<file path="src/hdl/hid_report_descriptor_parser_macros.svh">
// Assertion macros shared by the parser RTL.
`ifndef HID_REPORT_DESCRIPTOR_PARSER_MACROS_SVH
`define HID_REPORT_DESCRIPTOR_PARSER_MACROS_SVH

// Same-cycle implication, held off during reset
`define HRDP_ASSERT_NOW(lbl, ante, cons, msg) \
  lbl: assert property (@(posedge clk) disable iff (!rst_n) (ante) |-> (cons)) else $error(msg);

// Next-cycle implication, held off during reset
`define HRDP_ASSERT_NEXT(lbl, ante, cons, msg) \
  lbl: assert property (@(posedge clk) disable iff (!rst_n) (ante) |=> (cons)) else $error(msg);

`endif

</file>
<file path="src/hdl/hrdp_pkg.sv">
// Shared types, codes and helpers of the HID report descriptor parser.
package hrdp_pkg;

  // Default depth of the local usage list
  localparam int unsigned MAX_USAGES = 32;

  // Result item width, packed and padded to whole bytes
  localparam int unsigned OUT_W = 168;

  // Short-item type codes (prefix bits 3:2)
  localparam logic [1:0] TYPE_MAIN   = 2'd0;
  localparam logic [1:0] TYPE_GLOBAL = 2'd1;
  localparam logic [1:0] TYPE_LOCAL  = 2'd2;

  // Tags (prefix bits 7:4)
  localparam logic [3:0] TAG_USAGE_PAGE = 4'h0;
  localparam logic [3:0] TAG_LOGICAL_MAX = 4'h2;
  localparam logic [3:0] TAG_REPORT_SIZE = 4'h7;
  localparam logic [3:0] TAG_REPORT_ID = 4'h8;
  localparam logic [3:0] TAG_REPORT_COUNT = 4'h9;
  localparam logic [3:0] TAG_USAGE = 4'h0;
  localparam logic [3:0] TAG_INPUT = 4'h8;

  // Usage pages and usages of interest
  localparam logic [31:0] PAGE_DESKTOP   = 32'h01;
  localparam logic [31:0] PAGE_KEYBOARD  = 32'h07;
  localparam logic [31:0] PAGE_BUTTON    = 32'h09;
  localparam logic [31:0] PAGE_DIGITIZER = 32'h0D;
  localparam logic [15:0] USAGE_X        = 16'h30;
  localparam logic [15:0] USAGE_Y        = 16'h31;
  localparam logic [15:0] USAGE_TIP      = 16'h42;
  localparam logic [15:0] USAGE_BUTTON1  = 16'h01;

  // One complete (or truncated) short item
  typedef struct packed {
    logic [7:0]  prefix;
    logic [31:0] data;
  } item_t;

  // Data byte count from the size code
  function automatic logic [2:0] item_len(input logic [7:0] p);
    item_len = (p[1:0] == 2'd3) ? 3'd4 : {1'b0, p[1:0]};
  endfunction

  // Clamp a 32-bit value to 16 bits
  function automatic logic [15:0] sat16_32(input logic [31:0] v);
    sat16_32 = (v[31:16] != 16'h0) ? 16'hFFFF : v[15:0];
  endfunction

  // Clamp a 17-bit sum to 16 bits
  function automatic logic [15:0] sat16_17(input logic [16:0] v);
    sat16_17 = v[16] ? 16'hFFFF : v[15:0];
  endfunction

endpackage

</file>
<file path="src/hdl/hrdp_usage_mem.sv">
// Local usage list: one write port, one registered read port.
module hrdp_usage_mem #(
  parameter int unsigned DEPTH  = hrdp_pkg::MAX_USAGES,
  parameter int unsigned WIDTH  = 16,
  parameter int unsigned ADDR_W = (DEPTH > 1) ? $clog2(DEPTH) : 1
) (
  input  logic              clk,
  input  logic              we,
  input  logic [ADDR_W-1:0] waddr,
  input  logic [WIDTH-1:0]  wdata,
  input  logic [ADDR_W-1:0] raddr,
  output logic [WIDTH-1:0]  rdata
);

  logic [WIDTH-1:0] mem [DEPTH];
  logic [WIDTH-1:0] rdata_r;

  // write port
  always_ff @(posedge clk) begin
    if (we) begin
      mem[waddr] <= wdata;
    end
  end

  // read port, registered
  always_ff @(posedge clk) begin
    rdata_r <= mem[raddr];
  end

  assign rdata = rdata_r;

endmodule

</file>
<file path="src/hdl/hrdp_item_asm.sv">
// Short-item assembler: gathers prefix and little-endian data bytes.
module hrdp_item_asm (
  input  logic                clk,
  input  logic                rst_n,
  input  logic                acc,
  input  logic [7:0]          desc_byte,
  input  logic                first,
  input  logic                last,
  output logic                done,
  output hrdp_pkg::item_t     item
);

  logic [7:0]  prefix_r, prefix_nxt;
  logic [31:0] accum_r, accum_nxt;
  logic [2:0]  left_r, left_nxt;

  logic [7:0]  base_prefix;
  logic [31:0] base_accum;
  logic [2:0]  base_left;
  logic [2:0]  k;
  logic [2:0]  left_calc;

  // first clears the item state before the byte is used
  always_comb begin
    base_prefix = first ? 8'h0 : prefix_r;
    base_accum  = first ? 32'h0 : accum_r;
    base_left   = first ? 3'd0 : left_r;
    k           = hrdp_pkg::item_len(base_prefix) - base_left;
    prefix_nxt  = prefix_r;
    accum_nxt   = accum_r;
    left_nxt    = left_r;
    left_calc   = left_r;
    done        = 1'b0;
    if (acc) begin
      if (base_left == 3'd0) begin
        prefix_nxt = desc_byte;
        accum_nxt  = 32'h0;
        left_calc  = hrdp_pkg::item_len(desc_byte);
      end else begin
        prefix_nxt = base_prefix;
        accum_nxt  = base_accum | ({24'h0, desc_byte} << {k[1:0], 3'b000});
        left_calc  = base_left - 3'd1;
      end
      // a last byte inside an item finishes it with what has arrived
      done     = (left_calc == 3'd0) || last;
      left_nxt = last ? 3'd0 : left_calc;
    end
  end

  always_ff @(posedge clk) begin
    if (!rst_n) begin
      prefix_r <= 8'h0;
      accum_r  <= 32'h0;
      left_r   <= 3'd0;
    end else begin
      prefix_r <= prefix_nxt;
      accum_r  <= accum_nxt;
      left_r   <= left_nxt;
    end
  end

  assign item.prefix = prefix_r;
  assign item.data   = accum_r;

endmodule

</file>
<file path="src/hdl/hid_report_descriptor_parser.sv">
// HID report descriptor parser: top level with item control and field scan.
//
// Input channel (in_*): one descriptor byte per transfer. in_tuser marks the
// first byte and clears all parse state; in_tlast marks the final byte.
// Result channel (out_*): one item after each in_tlast byte, with the
// pointer X/Y/tip field positions and the keyboard report ID.
// A byte that does not complete an item is taken in S_IDLE alone. A byte
// that completes any item but an Input item passes S_IDLE and
// S_EXEC. A byte that completes an Input item also runs S_SCAN over N =
// min(usages + 1, report count) <= MAX_USAGES + 1 fields: the scan reads one usage
// per cycle from the read port of the usage memory; the read data is
// registered before the check, and the bit position is updated last.
// The result is loaded in S_EMIT after the last item completes and sits in an
// output register until taken; parsing of further bytes goes on meanwhile.
// A second result waiting on a stalled receiver holds off the input.
// Reset clears all parse state; the usage memory needs no clearing, since
// only written entries are ever used.
`include "hid_report_descriptor_parser_macros.svh"

module hid_report_descriptor_parser #(
  parameter int unsigned MAX_USAGES = hrdp_pkg::MAX_USAGES
) (
  input  logic                       clk,
  input  logic                       rst_n,
  input  logic                       in_tvalid,
  output logic                       in_tready,
  input  logic [7:0]                 in_tdata,   // desc_byte
  input  logic                       in_tuser,   // first
  input  logic                       in_tlast,   // last
  output logic                       out_tvalid,
  input  logic                       out_tready,
  // parsed, x_offset, x_size, x_logical_max, y_offset, y_size,
  // y_logical_max, tip_offset, pointer_report_id, is_keyboard,
  // keyboard_report_id, zero pad
  output logic [hrdp_pkg::OUT_W-1:0] out_tdata
);

  localparam int unsigned IDX_W = (MAX_USAGES > 1) ? $clog2(MAX_USAGES) : 1;
  localparam int unsigned CNT_W = $clog2(MAX_USAGES + 1);
  localparam int unsigned LIM_W = $clog2(MAX_USAGES + 2);

  typedef enum logic [1:0] {S_IDLE, S_EXEC, S_SCAN, S_EMIT} state_t;

  state_t state_r, state_nxt;

  logic              acc;
  logic              clr;
  logic              item_done;
  hrdp_pkg::item_t   itm;
  logic [1:0]        itm_type;
  logic [3:0]        itm_tag;

  // globals and list fill
  logic [31:0]      page_r, page_nxt;
  logic [31:0]      lmax_r, lmax_nxt;
  logic [15:0]      rsize_r, rsize_nxt;
  logic [15:0]      rcount_r, rcount_nxt;
  logic [7:0]       rid_r, rid_nxt;
  logic [15:0]      bitpos_r, bitpos_nxt;
  logic [CNT_W-1:0] ucount_r, ucount_nxt;

  // found fields
  logic        fx_found_r, fx_found_nxt;
  logic [15:0] fx_off_r, fx_off_nxt;
  logic [15:0] fx_size_r, fx_size_nxt;
  logic [31:0] fx_lmax_r, fx_lmax_nxt;
  logic [7:0]  ptr_id_r, ptr_id_nxt;
  logic        fy_found_r, fy_found_nxt;
  logic [15:0] fy_off_r, fy_off_nxt;
  logic [15:0] fy_size_r, fy_size_nxt;
  logic [31:0] fy_lmax_r, fy_lmax_nxt;
  logic        ft_found_r, ft_found_nxt;
  logic [15:0] ft_off_r, ft_off_nxt;
  logic        kbd_r, kbd_nxt;
  logic [7:0]  kbd_id_r, kbd_id_nxt;

  // scan control
  logic             last_r, last_nxt;
  logic [LIM_W-1:0] lim_r, lim_nxt;
  logic [LIM_W-1:0] rd_f_r, rd_f_nxt;
  logic             vld_r, vld_nxt;
  logic [15:0]      fpos_r, fpos_nxt;
  logic [31:0]      prod_r, prod_nxt;

  // result register
  logic                       out_tvalid_r, out_tvalid_nxt;
  logic [hrdp_pkg::OUT_W-1:0] out_tdata_r, out_tdata_nxt;

  // memory ports
  logic             mem_we;
  logic [IDX_W-1:0] mem_waddr;
  logic [IDX_W-1:0] mem_raddr;
  logic [15:0]      mem_rdata;

  // scan datapath
  logic [LIM_W-1:0] cnt_p1;
  logic [15:0]      use_u;
  logic [15:0]      fld_off;
  logic             desktop;
  logic             is_tip;
  logic [16:0]      x_off17, y_off17, t_off17;

  assign in_tready = (state_r == S_IDLE);
  assign acc       = in_tvalid && in_tready;
  assign clr       = acc && in_tuser;
  assign itm_type  = itm.prefix[3:2];
  assign itm_tag   = itm.prefix[7:4];

  hrdp_item_asm u_asm (
    .clk       (clk),
    .rst_n     (rst_n),
    .acc       (acc),
    .desc_byte (in_tdata),
    .first     (in_tuser),
    .last      (in_tlast),
    .done      (item_done),
    .item      (itm)
  );

  hrdp_usage_mem #(
    .DEPTH  (MAX_USAGES),
    .WIDTH  (16),
    .ADDR_W (IDX_W)
  ) u_mem (
    .clk   (clk),
    .we    (mem_we),
    .waddr (mem_waddr),
    .wdata (itm.data[15:0]),
    .raddr (mem_raddr),
    .rdata (mem_rdata)
  );

  // memory addressing: past the list, reuse the last entry
  assign mem_we    = (state_r == S_EXEC) && (itm_type == hrdp_pkg::TYPE_LOCAL) &&
                     (itm_tag == hrdp_pkg::TAG_USAGE) &&
                     (ucount_r < CNT_W'(MAX_USAGES));
  assign mem_waddr = IDX_W'(ucount_r);
  assign mem_raddr = (rd_f_r < LIM_W'(ucount_r)) ? rd_f_r[IDX_W-1:0]
                                                 : IDX_W'(ucount_r - CNT_W'(1));

  // field check stage
  assign cnt_p1  = LIM_W'(ucount_r) + LIM_W'(1);
  assign use_u   = (ucount_r == '0) ? 16'h0 : mem_rdata;
  assign fld_off = hrdp_pkg::sat16_17({1'b0, bitpos_r} + {1'b0, fpos_r});
  assign desktop = (page_r == hrdp_pkg::PAGE_DESKTOP);
  assign is_tip  = ((page_r == hrdp_pkg::PAGE_DIGITIZER) && (use_u == hrdp_pkg::USAGE_TIP)) ||
                   ((page_r == hrdp_pkg::PAGE_BUTTON) && (use_u == hrdp_pkg::USAGE_BUTTON1));

  // result offsets, all ones when not found
  assign x_off17 = fx_found_r ? {1'b0, fx_off_r} : 17'h1FFFF;
  assign y_off17 = fy_found_r ? {1'b0, fy_off_r} : 17'h1FFFF;
  assign t_off17 = ft_found_r ? {1'b0, ft_off_r} : 17'h1FFFF;

  // next-state logic
  always_comb begin
    state_nxt    = state_r;
    page_nxt     = page_r;
    lmax_nxt     = lmax_r;
    rsize_nxt    = rsize_r;
    rcount_nxt   = rcount_r;
    rid_nxt      = rid_r;
    bitpos_nxt   = bitpos_r;
    ucount_nxt   = ucount_r;
    fx_found_nxt = fx_found_r;
    fx_off_nxt   = fx_off_r;
    fx_size_nxt  = fx_size_r;
    fx_lmax_nxt  = fx_lmax_r;
    ptr_id_nxt   = ptr_id_r;
    fy_found_nxt = fy_found_r;
    fy_off_nxt   = fy_off_r;
    fy_size_nxt  = fy_size_r;
    fy_lmax_nxt  = fy_lmax_r;
    ft_found_nxt = ft_found_r;
    ft_off_nxt   = ft_off_r;
    kbd_nxt      = kbd_r;
    kbd_id_nxt   = kbd_id_r;
    last_nxt     = last_r;
    lim_nxt      = lim_r;
    rd_f_nxt     = rd_f_r;
    vld_nxt      = 1'b0;
    fpos_nxt     = fpos_r;
    prod_nxt     = prod_r;
    out_tvalid_nxt = out_tvalid_r && !out_tready;
    out_tdata_nxt  = out_tdata_r;

    unique case (state_r)
      // take a byte; clear everything on a first byte
      S_IDLE: begin
        if (acc) begin
          if (clr) begin
            page_nxt     = '0;
            lmax_nxt     = '0;
            rsize_nxt    = '0;
            rcount_nxt   = '0;
            rid_nxt      = '0;
            bitpos_nxt   = '0;
            ucount_nxt   = '0;
            fx_found_nxt = 1'b0;
            fy_found_nxt = 1'b0;
            ft_found_nxt = 1'b0;
            kbd_nxt      = 1'b0;
          end
          last_nxt = in_tlast;
          if (item_done) begin
            state_nxt = S_EXEC;
          end
        end
      end

      // run the completed item
      S_EXEC: begin
        state_nxt = last_r ? S_EMIT : S_IDLE;
        unique case (itm_type)
          hrdp_pkg::TYPE_GLOBAL: begin
            unique case (itm_tag)
              hrdp_pkg::TAG_USAGE_PAGE:   page_nxt = itm.data;
              hrdp_pkg::TAG_LOGICAL_MAX:  lmax_nxt = itm.data;
              hrdp_pkg::TAG_REPORT_SIZE:  rsize_nxt = hrdp_pkg::sat16_32(itm.data);
              hrdp_pkg::TAG_REPORT_COUNT: rcount_nxt = hrdp_pkg::sat16_32(itm.data);
              hrdp_pkg::TAG_REPORT_ID: begin
                rid_nxt    = itm.data[7:0];
                bitpos_nxt = '0;
              end
              default: ;
            endcase
          end
          hrdp_pkg::TYPE_LOCAL: begin
            if (mem_we) begin
              ucount_nxt = ucount_r + CNT_W'(1);
            end
          end
          hrdp_pkg::TYPE_MAIN: begin
            ucount_nxt = '0;
            if (itm_tag == hrdp_pkg::TAG_INPUT) begin
              ucount_nxt = ucount_r;
              state_nxt  = S_SCAN;
              if ((page_r == hrdp_pkg::PAGE_KEYBOARD) && !kbd_r) begin
                kbd_nxt    = 1'b1;
                kbd_id_nxt = rid_r;
              end
              lim_nxt  = ({1'b0, rcount_r} < 17'(cnt_p1)) ? LIM_W'(rcount_r) : cnt_p1;
              rd_f_nxt = '0;
              fpos_nxt = '0;
              prod_nxt = rsize_r * rcount_r;
            end
          end
          default: ;
        endcase
      end

      // one usage read per cycle, checked in the cycle after its read
      S_SCAN: begin
        if (rd_f_r < lim_r) begin
          rd_f_nxt = rd_f_r + LIM_W'(1);
          vld_nxt  = 1'b1;
        end
        if (vld_r) begin
          fpos_nxt = hrdp_pkg::sat16_17({1'b0, fpos_r} + {1'b0, rsize_r});
          priority if (desktop && (use_u == hrdp_pkg::USAGE_X) && !fx_found_r) begin
            fx_found_nxt = 1'b1;
            fx_off_nxt   = fld_off;
            fx_size_nxt  = rsize_r;
            fx_lmax_nxt  = lmax_r;
            ptr_id_nxt   = rid_r;
          end else if (desktop && (use_u == hrdp_pkg::USAGE_Y) && !fy_found_r) begin
            fy_found_nxt = 1'b1;
            fy_off_nxt   = fld_off;
            fy_size_nxt  = rsize_r;
            fy_lmax_nxt  = lmax_r;
          end else if (is_tip && !ft_found_r) begin
            ft_found_nxt = 1'b1;
            ft_off_nxt   = fld_off;
          end else begin
          end
        end else if (rd_f_r == lim_r) begin
          bitpos_nxt = hrdp_pkg::sat16_17({1'b0, bitpos_r} +
                                          {1'b0, hrdp_pkg::sat16_32(prod_r)});
          ucount_nxt = '0;
          state_nxt  = last_r ? S_EMIT : S_IDLE;
        end
      end

      // load the result once the output register is free
      S_EMIT: begin
        if (!out_tvalid_r || out_tready) begin
          out_tvalid_nxt = 1'b1;
          out_tdata_nxt  = {3'b000,
                            kbd_r ? kbd_id_r : 8'h0,
                            kbd_r,
                            fx_found_r ? ptr_id_r : 8'h0,
                            t_off17,
                            fy_found_r ? fy_lmax_r : 32'h0,
                            fy_found_r ? fy_size_r : 16'h0,
                            y_off17,
                            fx_found_r ? fx_lmax_r : 32'h0,
                            fx_found_r ? fx_size_r : 16'h0,
                            x_off17,
                            fx_found_r && fy_found_r};
          state_nxt = S_IDLE;
        end
      end

      default: state_nxt = S_IDLE;
    endcase
  end

  // state and registered outputs
  always_ff @(posedge clk) begin
    if (!rst_n) begin
      state_r      <= S_IDLE;
      page_r       <= '0;
      lmax_r       <= '0;
      rsize_r      <= '0;
      rcount_r     <= '0;
      rid_r        <= '0;
      bitpos_r     <= '0;
      ucount_r     <= '0;
      fx_found_r   <= 1'b0;
      fy_found_r   <= 1'b0;
      ft_found_r   <= 1'b0;
      kbd_r        <= 1'b0;
      last_r       <= 1'b0;
      lim_r        <= '0;
      rd_f_r       <= '0;
      vld_r        <= 1'b0;
      out_tvalid_r <= 1'b0;
    end else begin
      state_r      <= state_nxt;
      page_r       <= page_nxt;
      lmax_r       <= lmax_nxt;
      rsize_r      <= rsize_nxt;
      rcount_r     <= rcount_nxt;
      rid_r        <= rid_nxt;
      bitpos_r     <= bitpos_nxt;
      ucount_r     <= ucount_nxt;
      fx_found_r   <= fx_found_nxt;
      fy_found_r   <= fy_found_nxt;
      ft_found_r   <= ft_found_nxt;
      kbd_r        <= kbd_nxt;
      last_r       <= last_nxt;
      lim_r        <= lim_nxt;
      rd_f_r       <= rd_f_nxt;
      vld_r        <= vld_nxt;
      out_tvalid_r <= out_tvalid_nxt;
    end
  end

  // payload registers
  always_ff @(posedge clk) begin
    fx_off_r    <= fx_off_nxt;
    fx_size_r   <= fx_size_nxt;
    fx_lmax_r   <= fx_lmax_nxt;
    ptr_id_r    <= ptr_id_nxt;
    fy_off_r    <= fy_off_nxt;
    fy_size_r   <= fy_size_nxt;
    fy_lmax_r   <= fy_lmax_nxt;
    ft_off_r    <= ft_off_nxt;
    kbd_id_r    <= kbd_id_nxt;
    fpos_r      <= fpos_nxt;
    prod_r      <= prod_nxt;
    out_tdata_r <= out_tdata_nxt;
  end

  assign out_tvalid = out_tvalid_r;
  assign out_tdata  = out_tdata_r;

  // checks
  `HRDP_ASSERT_NEXT(a_done_runs_item, acc && item_done, state_r == S_EXEC, "completed item not run")
  `HRDP_ASSERT_NOW(a_scan_bound, state_r == S_SCAN, rd_f_r <= lim_r, "scan ran past its field limit")
  `HRDP_ASSERT_NOW(a_list_bound, 1'b1, ucount_r <= CNT_W'(MAX_USAGES), "usage count overflow")
  `HRDP_ASSERT_NOW(a_chk_in_scan, vld_r, state_r == S_SCAN, "field check outside a scan")

endmodule

</file>
<file path="config.mk">
export PLATFORM = sky130hd
export DESIGN_NAME = hid_report_descriptor_parser
export DESIGN_NICKNAME = d
export VERILOG_FILES = /design/src/hdl/hrdp_pkg.sv /design/src/hdl/hrdp_usage_mem.sv /design/src/hdl/hrdp_item_asm.sv /design/src/hdl/hid_report_descriptor_parser.sv
export VERILOG_INCLUDE_DIRS = /design/src /design/src/hdl
export SDC_FILE = /design/constraint.sdc
export NUM_CORES = 2
export LEC_CHECK = 0
export ABC_CLOCK_PERIOD_IN_PS = 21500
export BUFFER_PORTS_ARGS = -buffer_cell sky130_fd_sc_hd__buf_2
export CAP_MARGIN = 20
export CORE_UTILIZATION = 35
export CTS_BUF_LIST = sky130_fd_sc_hd__clkbuf_4
export CTS_CLUSTER_DIAMETER = 120
export CTS_CLUSTER_SIZE = 24
export DETAILED_ROUTE_END_ITERATION = 8
export GPL_TIMING_DRIVEN = 0
export PLACE_DENSITY = 0.49
export SLEW_MARGIN = 20
export SYNTH_ARGS = -nofsm -noshare
export SYNTH_HDL_FRONTEND = slang
export SYNTH_SLANG_ARGS = --single-unit
</file>
<file path="constraint.sdc">
create_clock -name clk -period 21.5 [get_ports clk]
set_input_delay 1.075 -clock clk [delete_from_list [all_inputs] [get_ports clk]]
set_output_delay 1.075 -clock clk [all_outputs]
set_load 0.02 [all_outputs]
</file>
==> results.yml <==
floorplanning:
  start_util: 0.355
  fp.dieArea_um2: 148000
  core_area_um2: 144000
  io-pin-count: 184
  die_w_um: 384
  rows: 139
  die_h_um: 384
pwr:
  cellLeakagePower_nw: 20.6
  clkPwrFrac: 0.203
  finalPower_mw: 4.11
  p_int_mw: 2.83
  vdd_drop_max_mv: 0.0510
  power.share.sequential: 0.590
  comb_power_share: 0.207
  powerDensity_nw_per_um2: 72.8
  p_sw_frac: 0.311
  p_sw_mw: 1.28
routing:
  initialDrtViolationCount: 2738
  dr.pass1.iters: 6
  vias_per_cell: 5.07
  route.detailed.drc: 0
  wl_per_cell_um: 22.3
  ant_nets: 0
  via_count: 32903
  routed_wl_um: 145000
timing:
  setup_ws_ns: 12.74
  finalClockSkew_ns: 0.159
  fin_crit_sh: 0.407
  period_needed_ns: 8.76
  relSlewSlack: 0.198
  rsz0062_at_grt: "false"
  worstMarginPinSlew_ns: 1.19
  setup_viol: 0
  drv_slew: 0
  fmax_mhz: 114
  setup_tns_ns: 0
  hold_viol: 0
clock_tree:
  clk_path_buf_depth: 3
  htree_levels: 2
  cts_sinks: 1091
  insertion_delay_ns: 1.16
  cts_tree: "yes"
  cts_setup_buffers: 0
  hold_buffers: 0
  cts_buffers: 53
  cts-root-buf: "clkbuf_4"
  clk_pin_slew_ns: 0.26
  ctsResizeCount: 0
synthesis:
  ys_top_cells_by_area: "edfxtp_1 52%, dfxtp_1 8.1%, fa_1 7.7%"
  synth_top_area_frac: 0.519
  yosys_most_used_dff: "edfxtp_1"
  yosysTopAreaCell: "edfxtp_1"
  syn_area_um2: 51200
  yosysMostFrequentCell: "edfxtp_1"
  synthCells: 4246
  synth_common_cells: "885 x edfxtp_1, 712 x nand2_1, 263 x nand3_1, 259 x inv_1, 229 x and2_1"
  synth.distinct_cells: 75
  async_flop_share: 0
  synth-edff-count: 885
  ys_ff_latch: 1091
  yosysSeqAreaShare: 0.600
  avgSynthCellArea_um2: 12.1
  synth_warnings: 0
critical_path:
  reg2reg_from: "rsize_r[13]"
  critical_path_class: "reg2reg"
  cp-start-kind: "flip-flop"
  critPathMaxFanout: 10
  rr_endpoint: "prod_r[31]"
  arrival_ns: 9.54
  crit_path_end_kind: "flip-flop"
  cp.required_ns: 22.28
  ff2ff_path_depth: 22
  r2r_setup_slack_ns: 12.74
min_path:
  min_to: "u_asm.accum_r[30]"
  hold_class: "in2reg"
  worstHoldStart: "in_tdata[6]"
  hold_depth: 3
grt:
  gr-total-overflow: 0
  grt_pass1_wl_um: 215000
  grt_pass1_vias: 32281
  track_usage: 0.196
  antenna_found_initial: 15
  grt_max_degree: 37
finish:
  final_nets: 4926
  fillers: 14007
  synthToLayoutAreaGrowth_pct: 10.3
  layout-drive-gt1-share: 0.106
placement:
  place.gp.congestion: 0.834
  portBuffers: 177
  pre_cts_ws_ns: 12.78
  dp_hpwl_um: 107000
run:
  cap_violations: 0
outcome:
  status: "completed"
-- layer usage --
layer | track usage | routed length [um]
met1 | 0.272 | 64800
met2 | 0.323 | 68500
met3 | 0.0283 | 8420
met4 | 0.0439 | 3180
met5 | 0 | 74
-- logic make-up after synthesis --
kind of cell / synth area share
other: 0.0000732
adder cells (fa/ha/maj): 0.120
AO/OA/AOI/OAI: 0.0707
flip-flops: 0.600
AND/OR/NAND/NOR: 0.147
buffers and inverters: 0.0372
XOR/XNOR: 0.0130
multiplexers: 0.0119
-- critical path: stages, from the launching register on --
cell and delay, ns:
dfxtp_1 0.63, clkbuf_1 0.59, clkbuf_1 0.53, nand2_1 0.15
fa_1 0.49, fa_1 0.55, inv_1 0.06, fa_1 0.50
fa_1 0.51, fa_1 0.50, inv_1 0.05, fa_1 0.48
inv_1 0.04, ha_1 0.34, and2_1 0.19, a221o_1 0.33
a311oi_1 0.61, o211ai_1 0.47, o31ai_2 0.67, o311ai_1 0.23
a31o_2 0.28, a21oi_1 0.17, xnor2_1 0.07
-- state kept, by name, summed over array words and instances (netlist names), 16 cells and up --
signal	cells
page_r	32
fx_lmax_r	32
rsize_r	16
fy_size_r	16
lmax_r	32
u_asm.accum_r	32
ft_off_r	16
out_tdata	165
u_mem.mem	512
fx_size_r	16
fx_off_r	16
fy_lmax_r	32
rcount_r	16
prod_r	32
fy_off_r	16
bitpos_r	16
u_mem.rdata	16
fpos_r	16
-- stage by stage --
stage | area [um^2] | cells | utilization | hold slack, ns
finish | 56500 | 6488 | 0.391 | 0.247
global route | 56500 | 6487 | 0.391 | 0.185
CTS | 56500 | 6485 | 0.391 | 0.0868
detailed placement | 55700 | 6386 | 0.386 | 0.441
global placement | 54500 | 6328 | 0.377 | 0.433
floorplan | 51200 | 4248 | - | 0.419
-- how the worst max path moves through the flow --
stage,start,to,slack (ns),depth (start not counted)
2_1_floorplan,out_tready,out_tdata[0],12.33,2
4_1_cts,rsize_r[13],prod_r[31],12.66,22
3_5_place_dp,rsize_r[13],prod_r[31],12.78,22
5_1_grt,rsize_r[13],prod_r[31],12.26,22
6_report,rsize_r[13],prod_r[31],12.74,22
3_3_place_gp,out_tready,out_tdata[115],7.75,3
-- power by group through the flow --
stage / Sequential (mW) / Combinational, mW / Clock (mW)
after global placement: 2.50 / 0.815 / 0
after global routing: 2.43 / 0.957 / 0.929
after floorplan: 2.46 / 0.560 / 0
after CTS: 2.43 / 0.856 / 0.874
after detailed placement: 2.47 / 0.850 / 0
final: 2.43 / 0.849 / 0.835
-- placed cells by master (no fill, tap or decap), types with 10 or more instances in the layout --
| master | Yosys | routed |
|---|---|---|
| edfxtp_1 | 885 | 885 |
| nand2_1 | 712 | 712 |
| nand3_1 | 263 | 263 |
| inv_1 | 259 | 259 |
| and2_1 | 229 | 229 |
| buf_2 | 39 | 217 |
| fa_1 | 197 | 197 |
| dfxtp_1 | 206 | 190 |
| nor2_1 | 219 | 185 |
| a21oi_1 | 176 | 176 |
| ha_1 | 176 | 176 |
| clkbuf_1 | 161 | 159 |
| clkbuf_4 | 0 | 89 |
| nand2b_1 | 70 | 70 |
| mux2i_1 | 61 | 61 |
| o21ai_0 | 56 | 56 |
| a31oi_1 | 51 | 51 |
| a32oi_1 | 49 | 49 |
| xnor2_1 | 46 | 46 |
| a22oi_1 | 43 | 43 |
| a211oi_1 | 42 | 42 |
| nor2_2 | 0 | 32 |
| xor2_1 | 30 | 30 |
| nor3_1 | 26 | 26 |
| nand4_1 | 25 | 25 |
| a21o_1 | 23 | 23 |
| buf_6 | 4 | 21 |
| nor4_1 | 19 | 19 |
| or2_2 | 18 | 18 |
| o21a_1 | 17 | 17 |
| buf_12 | 0 | 16 |
| dfxtp_2 | 0 | 14 |
| buf_16 | 0 | 13 |
| buf_8 | 0 | 12 |
| or3_1 | 11 | 11 |
| buf_4 | 10 | 10 |
| nor2b_1 | 12 | 10 |
| a2111oi_2 | 10 | 10 |
-- area by class of cell --
class,instances,area (um^2),share of cell area
Multi-Input combinational cell,2680,18700,0.332
Clock buffer,89,668,0.0118
Sequential cell,1091,30700,0.544
Timing Repair Buffer,236,1940,0.0344
Clock inverter,10,96.3,0.00171
Inverter,261,981,0.0174
Buffer,216,930,0.0165
Tap cell,1903,2380,0.0422
Antenna cell,2,5.00,0.0000886
No activity file was read; power rests on OpenSTA's default activity.
